[src/hdl/bech32_checksum_engine_assert.svh]
// Assertion helpers shared by the engine modules.
// Both expect clk and rst_n in scope.
`ifndef BECH32_CHECKSUM_ENGINE_ASSERT_SVH
`define BECH32_CHECKSUM_ENGINE_ASSERT_SVH

// Same-cycle implication.
`define BCE_ASSERT_IMP(label, ante, cons) \
    label: assert property (@(posedge clk) disable iff (!rst_n) (ante) |-> (cons)) \
        else $error("bce: same-cycle check failed");

// Next-cycle implication.
`define BCE_ASSERT_NXT(label, ante, cons) \
    label: assert property (@(posedge clk) disable iff (!rst_n) (ante) |=> (cons)) \
        else $error("bce: next-cycle check failed");

`endif

[src/hdl/bce_pkg.sv]
package bce_pkg;

    localparam int MODE_W     = 3;
    localparam int CHAR_W     = 7;
    localparam int SYM_W      = 5;
    localparam int STATUS_W   = 3;
    localparam int CHK_W      = 30;
    localparam int PFX_CNT_W  = 7;
    localparam int DATA_CNT_W = 8;
    localparam int PREFIX_MAX = 84;
    localparam int PFX_ADDR_W = $clog2(PREFIX_MAX);
    localparam int FIN_STEPS  = 6;
    localparam int STEP_W     = 3;
    localparam int MIN_DATA   = 6;

    localparam logic [CHK_W-1:0] GEN [5] = '{
        30'h3b6a57b2, 30'h26508e6d, 30'h1ea119fa, 30'h3d4233dd, 30'h2a1462b3
    };

    localparam logic [255:0] CHARSET = "qpzry9x8gf2tvdw0s3jn54khce6mua7l";

    typedef enum logic [MODE_W-1:0] {
        MODE_START       = 3'd0,
        MODE_PREFIX      = 3'd1,
        MODE_END_PREFIX  = 3'd2,
        MODE_DATA_VALUE  = 3'd3,
        MODE_DATA_CHAR   = 3'd4,
        MODE_FINISH_ENC  = 3'd5,
        MODE_FINISH_VER  = 3'd6,
        MODE_NONE        = 3'd7
    } mode_t;

    typedef enum logic [STATUS_W-1:0] {
        ST_OK          = 3'd0,
        ST_BAD_CHAR    = 3'd1,
        ST_MISMATCH    = 3'd2,
        ST_SHORT       = 3'd3,
        ST_PREFIX_LONG = 3'd4
    } status_t;

    typedef enum logic [2:0] {
        S_IDLE,
        S_HOLD,
        S_WALK,
        S_FIN_FEED,
        S_FIN_EMIT
    } state_t;

    // Controller -> datapath
    typedef struct packed {
        logic accept;
        logic use_held;
        logic exec;
        logic walk_start;
        logic walk_step;
        logic walk_emit;
        logic fin_load;
        logic fin_feed;
        logic fin_emit;
    } ctrl_cmd_t;

    // Datapath -> controller
    typedef struct packed {
        logic slot_free;
        logic walk_done;
        logic step_last;
    } dp_stat_t;

    // One BCH polymod step.
    function automatic logic [CHK_W-1:0] feed(logic [CHK_W-1:0] chk, logic [SYM_W-1:0] v);
        logic [CHK_W-1:0] n;
        n = {chk[CHK_W-SYM_W-1:0], SYM_W'(0)} ^ CHK_W'(v);
        for (int i = 0; i < 5; i++) begin
            if (chk[CHK_W-SYM_W+i]) begin
                n = n ^ GEN[i];
            end
        end
        return n;
    endfunction

    function automatic logic [CHAR_W-1:0] sym_char(logic [SYM_W-1:0] s);
        logic [7:0] b;
        b = CHARSET[8*(31 - int'(s)) +: 8];
        return b[CHAR_W-1:0];
    endfunction

    // {hit, index}
    function automatic logic [SYM_W:0] sym_lookup(logic [CHAR_W-1:0] c);
        logic [SYM_W:0] r;
        r = '0;
        for (int i = 0; i < 32; i++) begin
            if (CHARSET[8*(31 - i) +: 8] == {1'b0, c}) begin
                r = {1'b1, SYM_W'(i)};
            end
        end
        return r;
    endfunction

endpackage

[src/hdl/bce_if.sv]
interface bce_in_if;
    logic                          valid;
    logic                          ready;
    logic [bce_pkg::MODE_W-1:0]    mode;
    logic [bce_pkg::CHAR_W-1:0]    char_in;
    logic [bce_pkg::SYM_W-1:0]     value_in;

    modport source (output valid, output mode, output char_in, output value_in, input ready);
    modport sink   (input valid, input mode, input char_in, input value_in, output ready);
endinterface

interface bce_out_if;
    logic                          valid;
    logic                          ready;
    logic [bce_pkg::CHAR_W-1:0]    char_out;
    logic [bce_pkg::SYM_W-1:0]     value_out;
    logic [bce_pkg::STATUS_W-1:0]  status;
    logic                          last;

    modport source (output valid, output char_out, output value_out, output status,
                    output last, input ready);
    modport sink   (input valid, input char_out, input value_out, input status,
                    input last, output ready);
endinterface

[src/hdl/bce_ram.sv]
module bce_ram #(
    parameter int WIDTH = 8,
    parameter int DEPTH = 16
) (
    input  logic                     clk,
    input  logic                     wr_en,
    input  logic [$clog2(DEPTH)-1:0] wr_addr,
    input  logic [WIDTH-1:0]         wr_data,
    input  logic                     rd_en,
    input  logic [$clog2(DEPTH)-1:0] rd_addr,
    output logic [WIDTH-1:0]         rd_data
);

    logic [WIDTH-1:0] mem_reg [DEPTH];
    logic [WIDTH-1:0] rd_data_reg;

    always_ff @(posedge clk)
    begin
        if (wr_en)
        begin
            mem_reg[wr_addr] <= wr_data;
        end
        if (rd_en)
        begin
            rd_data_reg <= mem_reg[rd_addr];
        end
    end

    assign rd_data = rd_data_reg;

endmodule

[src/hdl/bce_datapath.sv]
`include "bech32_checksum_engine_assert.svh"

module bce_datapath (
    input  logic                         clk,
    input  logic                         rst_n,
    input  bce_pkg::ctrl_cmd_t           cmd,
    input  logic [bce_pkg::MODE_W-1:0]   in_mode,
    input  logic [bce_pkg::CHAR_W-1:0]   in_char,
    input  logic [bce_pkg::SYM_W-1:0]    in_value,
    input  logic                         out_ready,
    output bce_pkg::dp_stat_t            stat,
    output logic                         out_valid,
    output logic [bce_pkg::CHAR_W-1:0]   out_char,
    output logic [bce_pkg::SYM_W-1:0]    out_value,
    output logic [bce_pkg::STATUS_W-1:0] out_status,
    output logic                         out_last
);
    import bce_pkg::*;

    // control state
    logic [CHK_W-1:0]      check_reg,     check_next;
    logic [PFX_CNT_W-1:0]  pfx_cnt_reg,   pfx_cnt_next;
    logic [DATA_CNT_W-1:0] data_cnt_reg,  data_cnt_next;
    logic                  err_reg,       err_next;
    logic [PFX_CNT_W-1:0]  walk_idx_reg,  walk_idx_next;
    logic [STEP_W-1:0]     step_reg,      step_next;
    logic                  out_valid_reg, out_valid_next;

    // payload
    logic [MODE_W-1:0]     held_mode_reg;
    logic [CHAR_W-1:0]     held_char_reg;
    logic [SYM_W-1:0]      held_value_reg;
    logic [CHK_W-1:0]      fin_reg,       fin_next;
    logic [CHAR_W-1:0]     out_char_reg,  out_char_next;
    logic [SYM_W-1:0]      out_value_reg, out_value_next;
    logic [STATUS_W-1:0]   out_stat_reg,  out_stat_next;
    logic                  out_last_reg,  out_last_next;

    logic                  slot_free;
    logic                  load_out;
    mode_t                 item_mode;
    logic [CHAR_W-1:0]     item_char;
    logic [SYM_W-1:0]      item_value;
    logic [SYM_W:0]        hit;
    logic [SYM_W-1:0]      fin_sym;
    logic                  pfx_wr;
    logic                  rd_en;
    logic [SYM_W-1:0]      rd_data;

    assign slot_free  = !out_valid_reg || out_ready;
    assign item_mode  = mode_t'(cmd.use_held ? held_mode_reg : in_mode);
    assign item_char  = cmd.use_held ? held_char_reg  : in_char;
    assign item_value = cmd.use_held ? held_value_reg : in_value;
    assign hit        = sym_lookup(item_char);
    assign fin_sym    = fin_reg[CHK_W-1 -: SYM_W];

    assign pfx_wr = cmd.exec && (item_mode == MODE_PREFIX) && (pfx_cnt_reg < PFX_CNT_W'(PREFIX_MAX));
    assign rd_en  = cmd.walk_start || (cmd.walk_step && (walk_idx_next != pfx_cnt_reg));

    bce_ram #(
        .WIDTH (SYM_W),
        .DEPTH (PREFIX_MAX)
    ) u_pfx_ram (
        .clk     (clk),
        .wr_en   (pfx_wr),
        .wr_addr (pfx_cnt_reg[PFX_ADDR_W-1:0]),
        .wr_data (item_char[SYM_W-1:0]),
        .rd_en   (rd_en),
        .rd_addr (walk_idx_next[PFX_ADDR_W-1:0]),
        .rd_data (rd_data)
    );

    always_comb
    begin
        check_next     = check_reg;
        pfx_cnt_next   = pfx_cnt_reg;
        data_cnt_next  = data_cnt_reg;
        err_next       = err_reg;
        walk_idx_next  = walk_idx_reg;
        step_next      = step_reg;
        fin_next       = fin_reg;
        load_out       = 1'b0;
        out_char_next  = out_char_reg;
        out_value_next = out_value_reg;
        out_stat_next  = out_stat_reg;
        out_last_next  = out_last_reg;

        if (cmd.exec)
        begin
            load_out       = 1'b1;
            out_char_next  = '0;
            out_value_next = '0;
            out_stat_next  = ST_OK;
            out_last_next  = 1'b1;
            unique case (item_mode)
                MODE_START:
                begin
                    check_next    = CHK_W'(1);
                    pfx_cnt_next  = '0;
                    data_cnt_next = '0;
                    err_next      = 1'b0;
                end
                MODE_PREFIX:
                begin
                    if (pfx_wr)
                    begin
                        check_next   = feed(check_reg, SYM_W'(item_char[CHAR_W-1:SYM_W]));
                        pfx_cnt_next = pfx_cnt_reg + PFX_CNT_W'(1);
                    end
                    else
                    begin
                        err_next      = 1'b1;
                        out_stat_next = ST_PREFIX_LONG;
                    end
                end
                MODE_DATA_VALUE:
                begin
                    check_next     = feed(check_reg, item_value);
                    out_char_next  = sym_char(item_value);
                    out_value_next = item_value;
                    if (data_cnt_reg != '1)
                    begin
                        data_cnt_next = data_cnt_reg + DATA_CNT_W'(1);
                    end
                end
                MODE_DATA_CHAR:
                begin
                    out_char_next = item_char;
                    if (hit[SYM_W])
                    begin
                        check_next     = feed(check_reg, hit[SYM_W-1:0]);
                        out_value_next = hit[SYM_W-1:0];
                        if (data_cnt_reg != '1)
                        begin
                            data_cnt_next = data_cnt_reg + DATA_CNT_W'(1);
                        end
                    end
                    else
                    begin
                        err_next      = 1'b1;
                        out_stat_next = ST_BAD_CHAR;
                    end
                end
                MODE_FINISH_VER:
                begin
                    if (err_reg)
                    begin
                        out_stat_next = ST_BAD_CHAR;
                    end
                    else if (data_cnt_reg < DATA_CNT_W'(MIN_DATA))
                    begin
                        out_stat_next = ST_SHORT;
                    end
                    else if (check_reg != CHK_W'(1))
                    begin
                        out_stat_next = ST_MISMATCH;
                    end
                end
                default:
                begin
                    load_out = 1'b0;
                end
            endcase
        end

        if (cmd.walk_start)
        begin
            check_next    = feed(check_reg, '0);
            walk_idx_next = '0;
        end

        if (cmd.walk_step)
        begin
            check_next    = feed(check_reg, rd_data);
            walk_idx_next = walk_idx_reg + PFX_CNT_W'(1);
        end

        if (cmd.walk_emit)
        begin
            load_out       = 1'b1;
            out_char_next  = '0;
            out_value_next = '0;
            out_stat_next  = ST_OK;
            out_last_next  = 1'b1;
        end

        if (cmd.fin_load)
        begin
            fin_next  = check_reg;
            step_next = '0;
        end

        if (cmd.fin_feed)
        begin
            // sixth zero also folds in the final xor 1
            fin_next  = feed(fin_reg, '0) ^ CHK_W'(stat.step_last);
            step_next = stat.step_last ? '0 : step_reg + STEP_W'(1);
        end

        if (cmd.fin_emit)
        begin
            load_out       = 1'b1;
            out_char_next  = sym_char(fin_sym);
            out_value_next = fin_sym;
            out_stat_next  = err_reg ? ST_BAD_CHAR : ST_OK;
            out_last_next  = stat.step_last;
            fin_next       = {fin_reg[CHK_W-SYM_W-1:0], SYM_W'(0)};
            step_next      = step_reg + STEP_W'(1);
        end

        out_valid_next = load_out ? 1'b1 : (out_ready ? 1'b0 : out_valid_reg);
    end

    always_ff @(posedge clk or negedge rst_n)
    begin
        if (!rst_n)
        begin
            check_reg     <= CHK_W'(1);
            pfx_cnt_reg   <= '0;
            data_cnt_reg  <= '0;
            err_reg       <= 1'b0;
            walk_idx_reg  <= '0;
            step_reg      <= '0;
            out_valid_reg <= 1'b0;
        end
        else
        begin
            check_reg     <= check_next;
            pfx_cnt_reg   <= pfx_cnt_next;
            data_cnt_reg  <= data_cnt_next;
            err_reg       <= err_next;
            walk_idx_reg  <= walk_idx_next;
            step_reg      <= step_next;
            out_valid_reg <= out_valid_next;
        end
    end

    always_ff @(posedge clk)
    begin
        if (cmd.accept)
        begin
            held_mode_reg  <= in_mode;
            held_char_reg  <= in_char;
            held_value_reg <= in_value;
        end
        fin_reg       <= fin_next;
        out_char_reg  <= out_char_next;
        out_value_reg <= out_value_next;
        out_stat_reg  <= out_stat_next;
        out_last_reg  <= out_last_next;
    end

    assign stat.slot_free = slot_free;
    assign stat.walk_done = (walk_idx_reg == pfx_cnt_reg);
    assign stat.step_last = (step_reg == STEP_W'(FIN_STEPS - 1));

    assign out_valid  = out_valid_reg;
    assign out_char   = out_char_reg;
    assign out_value  = out_value_reg;
    assign out_status = out_stat_reg;
    assign out_last   = out_last_reg;

    // a pending result is never overwritten
    `BCE_ASSERT_IMP(a_no_overwrite, load_out && out_valid_reg, out_ready)
    // prefix walk stays inside the written entries
    `BCE_ASSERT_IMP(a_walk_in_range, cmd.walk_step, walk_idx_reg < pfx_cnt_reg)
    // start leaves a fresh checksum
    `BCE_ASSERT_NXT(a_start_clears, cmd.exec && (item_mode == MODE_START),
                    (check_reg == CHK_W'(1)) && (data_cnt_reg == '0) && !err_reg)

endmodule

[src/hdl/bce_ctrl.sv]
`include "bech32_checksum_engine_assert.svh"

module bce_ctrl (
    input  logic                       clk,
    input  logic                       rst_n,
    input  logic                       in_valid,
    input  logic [bce_pkg::MODE_W-1:0] in_mode,
    input  bce_pkg::dp_stat_t          stat,
    output logic                       in_ready,
    output bce_pkg::ctrl_cmd_t         cmd
);
    import bce_pkg::*;

    state_t state_reg, state_next;
    mode_t  mode;

    assign mode = mode_t'(in_mode);

    always_ff @(posedge clk or negedge rst_n)
    begin
        if (!rst_n)
        begin
            state_reg <= S_IDLE;
        end
        else
        begin
            state_reg <= state_next;
        end
    end

    always_comb
    begin
        state_next = state_reg;
        cmd        = '0;
        in_ready   = 1'b0;

        unique case (state_reg)
            S_IDLE:
            begin
                in_ready   = 1'b1;
                cmd.accept = in_valid;
                if (in_valid)
                begin
                    unique case (mode)
                        MODE_NONE:
                        begin
                        end
                        MODE_END_PREFIX:
                        begin
                            cmd.walk_start = 1'b1;
                            state_next     = S_WALK;
                        end
                        MODE_FINISH_ENC:
                        begin
                            cmd.fin_load = 1'b1;
                            state_next   = S_FIN_FEED;
                        end
                        default:
                        begin
                            // single-result item; park it if the output is busy
                            if (stat.slot_free)
                            begin
                                cmd.exec = 1'b1;
                            end
                            else
                            begin
                                state_next = S_HOLD;
                            end
                        end
                    endcase
                end
            end
            S_HOLD:
            begin
                if (stat.slot_free)
                begin
                    cmd.use_held = 1'b1;
                    cmd.exec     = 1'b1;
                    state_next   = S_IDLE;
                end
            end
            S_WALK:
            begin
                if (!stat.walk_done)
                begin
                    cmd.walk_step = 1'b1;
                end
                else if (stat.slot_free)
                begin
                    cmd.walk_emit = 1'b1;
                    state_next    = S_IDLE;
                end
            end
            S_FIN_FEED:
            begin
                cmd.fin_feed = 1'b1;
                if (stat.step_last)
                begin
                    state_next = S_FIN_EMIT;
                end
            end
            S_FIN_EMIT:
            begin
                if (stat.slot_free)
                begin
                    cmd.fin_emit = 1'b1;
                    if (stat.step_last)
                    begin
                        state_next = S_IDLE;
                    end
                end
            end
            default:
            begin
                state_next = S_IDLE;
            end
        endcase
    end

    // parked item waits for the output register
    `BCE_ASSERT_NXT(a_hold_waits, (state_reg == S_HOLD) && !stat.slot_free,
                    state_reg == S_HOLD)
    // sixth checksum symbol ends the finish sequence
    `BCE_ASSERT_NXT(a_fin_ends, (state_reg == S_FIN_EMIT) && stat.slot_free && stat.step_last,
                    state_reg == S_IDLE)

endmodule

[src/hdl/bech32_checksum_engine.sv]
// Bech32 checksum engine. Each input transaction carries a mode (start, prefix
// character, end of prefix, data value, data character, finish-encode,
// finish-verify) and drives the 30-bit BCH polymod one symbol at a time.
// Start, prefix, data and verify transactions each return one result; a
// transaction is accepted while the previous result still sits in the output
// register, and is parked in a holding register (input stalls) until that
// register frees up. End of prefix walks the N stored prefix characters (up
// to 84): the low five bits of each prefix character live in an 84 x 5 RAM
// with a registered read port; on acceptance the zero is fed and the first
// read is issued, the walk feeds one entry per cycle, and then the single
// result is posted once the output is free.
// Finish-encode loads a copy of the checksum, runs six zero-feeds on it, then
// emits the six checksum characters one per cycle as the output drains; last
// marks the sixth. Mode seven is dropped with no result. Status codes: 0 ok,
// 1 invalid character / earlier error, 2 checksum mismatch, 3 fewer than six
// data symbols, 4 prefix too long.
module bech32_checksum_engine (
    input  logic      clk,
    input  logic      rst_n,
    bce_in_if.sink    in_ch,
    bce_out_if.source out_ch
);
    import bce_pkg::*;

    ctrl_cmd_t cmd;    // controller commands
    dp_stat_t  stat;   // datapath status flags

    // sequencer: accept, park, prefix walk, finish sequence
    bce_ctrl u_ctrl (
        .clk      (clk),
        .rst_n    (rst_n),
        .in_valid (in_ch.valid),
        .in_mode  (in_ch.mode),
        .stat     (stat),
        .in_ready (in_ch.ready),
        .cmd      (cmd)
    );

    // checksum, counters, prefix RAM and the output register
    bce_datapath u_dp (
        .clk        (clk),
        .rst_n      (rst_n),
        .cmd        (cmd),
        .in_mode    (in_ch.mode),
        .in_char    (in_ch.char_in),
        .in_value   (in_ch.value_in),
        .out_ready  (out_ch.ready),
        .stat       (stat),
        .out_valid  (out_ch.valid),
        .out_char   (out_ch.char_out),
        .out_value  (out_ch.value_out),
        .out_status (out_ch.status),
        .out_last   (out_ch.last)
    );

endmodule

[src/flat_wrapper.sv]
// flat-port wrapper written by rule: the top's interface ports become plain ports
module bech32_checksum_engine_flat import bce_pkg::*;
  (clk, rst_n, in_ch_valid, in_ch_mode, in_ch_char_in, in_ch_value_in, in_ch_ready, out_ch_valid, out_ch_char_out, out_ch_value_out, out_ch_status, out_ch_last, out_ch_ready);
  bce_in_if in_ch_i ();
  bce_out_if out_ch_i ();
  input  logic clk;
  input  logic rst_n;
  input wire logic [$bits(in_ch_i.valid)-1:0] in_ch_valid;
  input wire logic [$bits(in_ch_i.mode)-1:0] in_ch_mode;
  input wire logic [$bits(in_ch_i.char_in)-1:0] in_ch_char_in;
  input wire logic [$bits(in_ch_i.value_in)-1:0] in_ch_value_in;
  output wire logic [$bits(in_ch_i.ready)-1:0] in_ch_ready;
  output wire logic [$bits(out_ch_i.valid)-1:0] out_ch_valid;
  output wire logic [$bits(out_ch_i.char_out)-1:0] out_ch_char_out;
  output wire logic [$bits(out_ch_i.value_out)-1:0] out_ch_value_out;
  output wire logic [$bits(out_ch_i.status)-1:0] out_ch_status;
  output wire logic [$bits(out_ch_i.last)-1:0] out_ch_last;
  input wire logic [$bits(out_ch_i.ready)-1:0] out_ch_ready;
  assign in_ch_i.valid = in_ch_valid;
  assign in_ch_i.mode = in_ch_mode;
  assign in_ch_i.char_in = in_ch_char_in;
  assign in_ch_i.value_in = in_ch_value_in;
  assign in_ch_ready = in_ch_i.ready;
  assign out_ch_valid = out_ch_i.valid;
  assign out_ch_char_out = out_ch_i.char_out;
  assign out_ch_value_out = out_ch_i.value_out;
  assign out_ch_status = out_ch_i.status;
  assign out_ch_last = out_ch_i.last;
  assign out_ch_i.ready = out_ch_ready;
  bech32_checksum_engine u_core (.clk(clk), .rst_n(rst_n), .in_ch(in_ch_i), .out_ch(out_ch_i));
endmodule
[config.mk]
export PLATFORM = sky130hd
export DESIGN_NAME = bech32_checksum_engine_flat
export DESIGN_NICKNAME = d
export VERILOG_FILES = /design/src/hdl/bce_pkg.sv /design/src/hdl/bce_if.sv /design/src/hdl/bce_ram.sv /design/src/hdl/bce_datapath.sv /design/src/hdl/bce_ctrl.sv /design/src/hdl/bech32_checksum_engine.sv /design/src/flat_wrapper.sv
export VERILOG_INCLUDE_DIRS = /design/src /design/src/hdl
export SDC_FILE = /design/constraint.sdc
export NUM_CORES = 1
export LEC_CHECK = 0
export ABC_CLOCK_PERIOD_IN_PS = 8600
export BUFFER_PORTS_ARGS = -buffer_cell sky130_fd_sc_hd__buf_4
export CAP_MARGIN = 20
export CORE_UTILIZATION = 68
export CTS_CLUSTER_DIAMETER = 60
export DETAILED_ROUTE_END_ITERATION = 10
export PLACE_DENSITY = 0.85
export SYNTH_ARGS = -nofsm -noshare
export SYNTH_HDL_FRONTEND = slang
export SYNTH_HIERARCHICAL = 1
export SYNTH_SLANG_ARGS = --single-unit
[constraint.sdc]
create_clock -name clk -period 8.6 [get_ports clk]
set_input_delay 1.72 -clock clk [delete_from_list [all_inputs] [get_ports clk]]
set_output_delay 1.72 -clock clk [all_outputs]
set_load 0.01 [all_outputs]
==> results.sh <==
export IMPL_status="completed"
export IMPL_p_clk_share_pct=22.7
export IMPL_grt_ovfl_total=0
export IMPL_numCtsBuffers=54
export IMPL_synth_edf_count=481
export IMPL_cts_tree="built"
export IMPL_hp_class="flip-flop to flip-flop"
export IMPL_largest_reg_flops=420
export IMPL_drv_cap=0
export IMPL_critPathSlowestCell="nor2_1"
export IMPL_final_core_util_pct=75.6
export IMPL_synth_cell_type_count=97
export IMPL_fillers=2110
export IMPL_synth_area_leaders="edfxtp_1 57%, mux4_2 10%, dfrtp_1 5.8%"
export IMPL_grt_total_usage_pct=33.7
export IMPL_place_area_um2=26000
export IMPL_tightest_slew_ps=1050
export IMPL_route_detailed_drc=0
export IMPL_synth_commonest_cells="481 x edfxtp_1, 180 x nor2_1, 114 x mux4_2, 103 x nand2_1, 78 x o21ai_0"
export IMPL_fin_setup_tns_ps=0
export IMPL_clkTransAtPathRegs_ps=60
export IMPL_cp_top_family="simple AND/OR/NAND/NOR gates"
export IMPL_syn_inst=1735
export IMPL_diodes=0
export IMPL_finalSetupViolCount=0
export IMPL_hold_viol_final=0
export IMPL_cp_data_required_time_ps=8860
export IMPL_startpoint_type="input pin"
export IMPL_critPathKind="input pin to flip-flop"
export IMPL_yosys_area_top_type="edfxtp_1"
export IMPL_hold_buffers=0
export IMPL_ys_seq_elements=546
export IMPL_pwr_share_seq_pct=34.8
export IMPL_htreeDepth=2
export IMPL_drt_pass1_iter_count=8
export IMPL_clkLatencyLatePin_ps=640
export IMPL_fin_nets=1787
export IMPL_final_cells=2270
export IMPL_totalPowerFinal_mw=10.3
export IMPL_rsz0062_at_grt="no"
export IMPL_grt_pass1_vias=15700
export IMPL_gp_congestion=0.960
export IMPL_crit_chain="buf_4 -> nand2b_1 -> inv_1 -> nor4b_4 -> buf_4 -> a41o_1 -> nor2b_1 -> a31oi_1 -> nor3_2 -> nor2b_1 -> nand3_1 -> nor2_1"
export IMPL_fmax_mhz=169
export IMPL_async_reset_ff_share_pct=11.0
export IMPL_root_buffer="clkbuf_16"
export IMPL_die_h_um=195
export IMPL_final_layout_size_suffix_gt1_share_pct=18.8
export IMPL_port_buffers=36
export IMPL_area_growth_pct=9.39
export IMPL_syn_nets=1763
export IMPL_final_max_slew_viol_count=0
export IMPL_slowest_delay_ps=870
export IMPL_cts_resized=0
export IMPL_num_rows=70
export IMPL_dr_total_vias=16000
export IMPL_p_int_mw=6.59
export IMPL_dieArea_um2=38100
export IMPL_ff_latch_area_um2=16000
export IMPL_yosysSeqAreaShare_pct=63.2
export IMPL_antenna_found_initial=0
export IMPL_grt_first_pass_wirelength_mm=95.1
export IMPL_io_pins=37
export IMPL_fin_crit_ps=5930
export IMPL_switching_share_pct=36.2
export IMPL_avgSynthCellArea_um2=14.6
export IMPL_synthMostInstantiatedCell="edfxtp_1"
export IMPL_skew_ps=71.2
export IMPL_slew_headroom_pct=29.3
export IMPL_p_leak_nw=9.25
export IMPL_multiInputGateArea_um2=8740
export IMPL_crit_path_end_kind="flip-flop"
export IMPL_die_width_um=195
export IMPL_synth_area_um2=25400
export IMPL_avgViaCountPerCell=7.04
export IMPL_dp_cells=2167
export IMPL_switchingPower_mw=3.74
export IMPL_coreArea_um2=36700
export IMPL_synth_top_area_share_pct=56.9
export IMPL_path_max_fanout=43
export IMPL_wl_per_cell_um=27.5
export IMPL_cts_setup_buffers=0
export IMPL_yosys_warnings=6
export IMPL_grt_max_degree=89
export IMPL_post_place_ws_ps=2080
export IMPL_dpl_hpwl_mm=38.2
export IMPL_whs_ps=521
export IMPL_p_comb_share_pct=42.4
export IMPL_period_share_pct=69.0
export IMPL_clkSinkCount=546
export IMPL_clockBufferDepth=3
export IMPL_stdcell_area_um2=27800
export IMPL_synth_flop_cell="edfxtp_1"
export IMPL_wirelength_mm=62.5
export IMPL_cp_arrival_ps=6190
export IMPL_start_util_pct=69.2
export IMPL_p_per_area_nw_per_um2=372
export IMPL_setup_ws_ps=2670
export IMPL_drt_iter0_markers=1963
export IMPL_ant_nets=0
export IMPL_ir_drop_mv=0.375
export IMPL_critPathBufInv=3
==> layout by cell type (no fill, tap or decap), types with 6 or more instances in the layout <==
cell type    n
edfxtp_1   481
nor2_1     180
mux4_2     114
nand2_1    103
o21ai_0     74
a21oi_1     69
buf_4       61
dfrtp_1     59
xnor2_1     55
clkbuf_16   54
mux2i_1     50
nand3_1     46
inv_1       38
mux2_2      37
xor2_1      36
nor2b_1     21
nor3_1      19
a211oi_1    16
a31oi_1     14
a22oi_1     13
nand4_1     12
clkbuf_1    11
clkinv_2    11
o22ai_1     11
a22o_1      10
o211ai_1     9
ha_1         9
clkinv_1     8
nor4_1       8
nand3b_1     7
or3_1        7
nand2b_1     7
a32oi_1      6
o221ai_1     6
==> area by class of cell <==
class,count,share of cell area [%]
Inverter,40,0.541
Multi-Input combinational cell,1055,31.5
Sequential cell,546,57.8
Clock inverter,31,1.21
Clock buffer,68,5.17
Tap cell,468,2.11
Timing Repair Buffer,62,1.70
==> power groups by stage <==
| stage | clock (mW) | combinational [mW] | sequential, mW |
|---|---|---|---|
| after floorplan | 0 | 3.40 | 3.47 |
| after global placement | 0 | 4.09 | 3.62 |
| after CTS | 2.38 | 4.34 | 3.58 |
| final | 2.35 | 4.38 | 3.60 |
| after global routing | 2.47 | 4.66 | 3.62 |
| after detailed placement | 0 | 4.26 | 3.63 |
==> path summary, 6_finish.rpt <==
kind	from	to	slack, ps	depth (start not counted)
setup reg to reg	u_core/u_dp/pfx_cnt_reg[0]	u_core/u_dp/u_pfx_ram/rd_data[3]	2710	13
setup / recovery	out_ch_ready	u_core/u_dp/u_pfx_ram/mem_reg[14][2]	2670	12
hold / removal	u_core/u_dp/step_reg[0]	u_core/u_dp/step_reg[0]	520	1
max in group asynchronous	rst_n	u_core/u_dp/check_reg[2]	6820	1
min in group asynchronous	rst_n	u_core/u_dp/walk_idx_reg[0]	1200	1
hold reg to reg	u_core/u_dp/step_reg[0]	u_core/u_dp/step_reg[0]	520	1
==> logic make-up (layout without fill, tap and decap cells) <==
family,Yosys count,count (layout),share of synthesized area [%]
simple gates,455,455,8.67
fa+ha+maj,9,9,0.444
flops,546,546,63.2
buf+inv,134,201,2.55
compound gates,292,292,7.69
mux,206,206,14.1
xor+xnor,93,93,3.29
==> metal layers <==
| layer | vias up | GRT usage, % | share of wire, % |
|---|---|---|---|
| met5 | - | 0 | 0 |
| met4 | 0 | 15.3 | 4.8 |
| met3 | 184 | 6.04 | 8.7 |
| met2 | 1019 | 56.0 | 50 |
| met1 | 7995 | 43.8 | 37 |
| li1 | 6782 | - | - |
(Power assumes the default switching activity.)
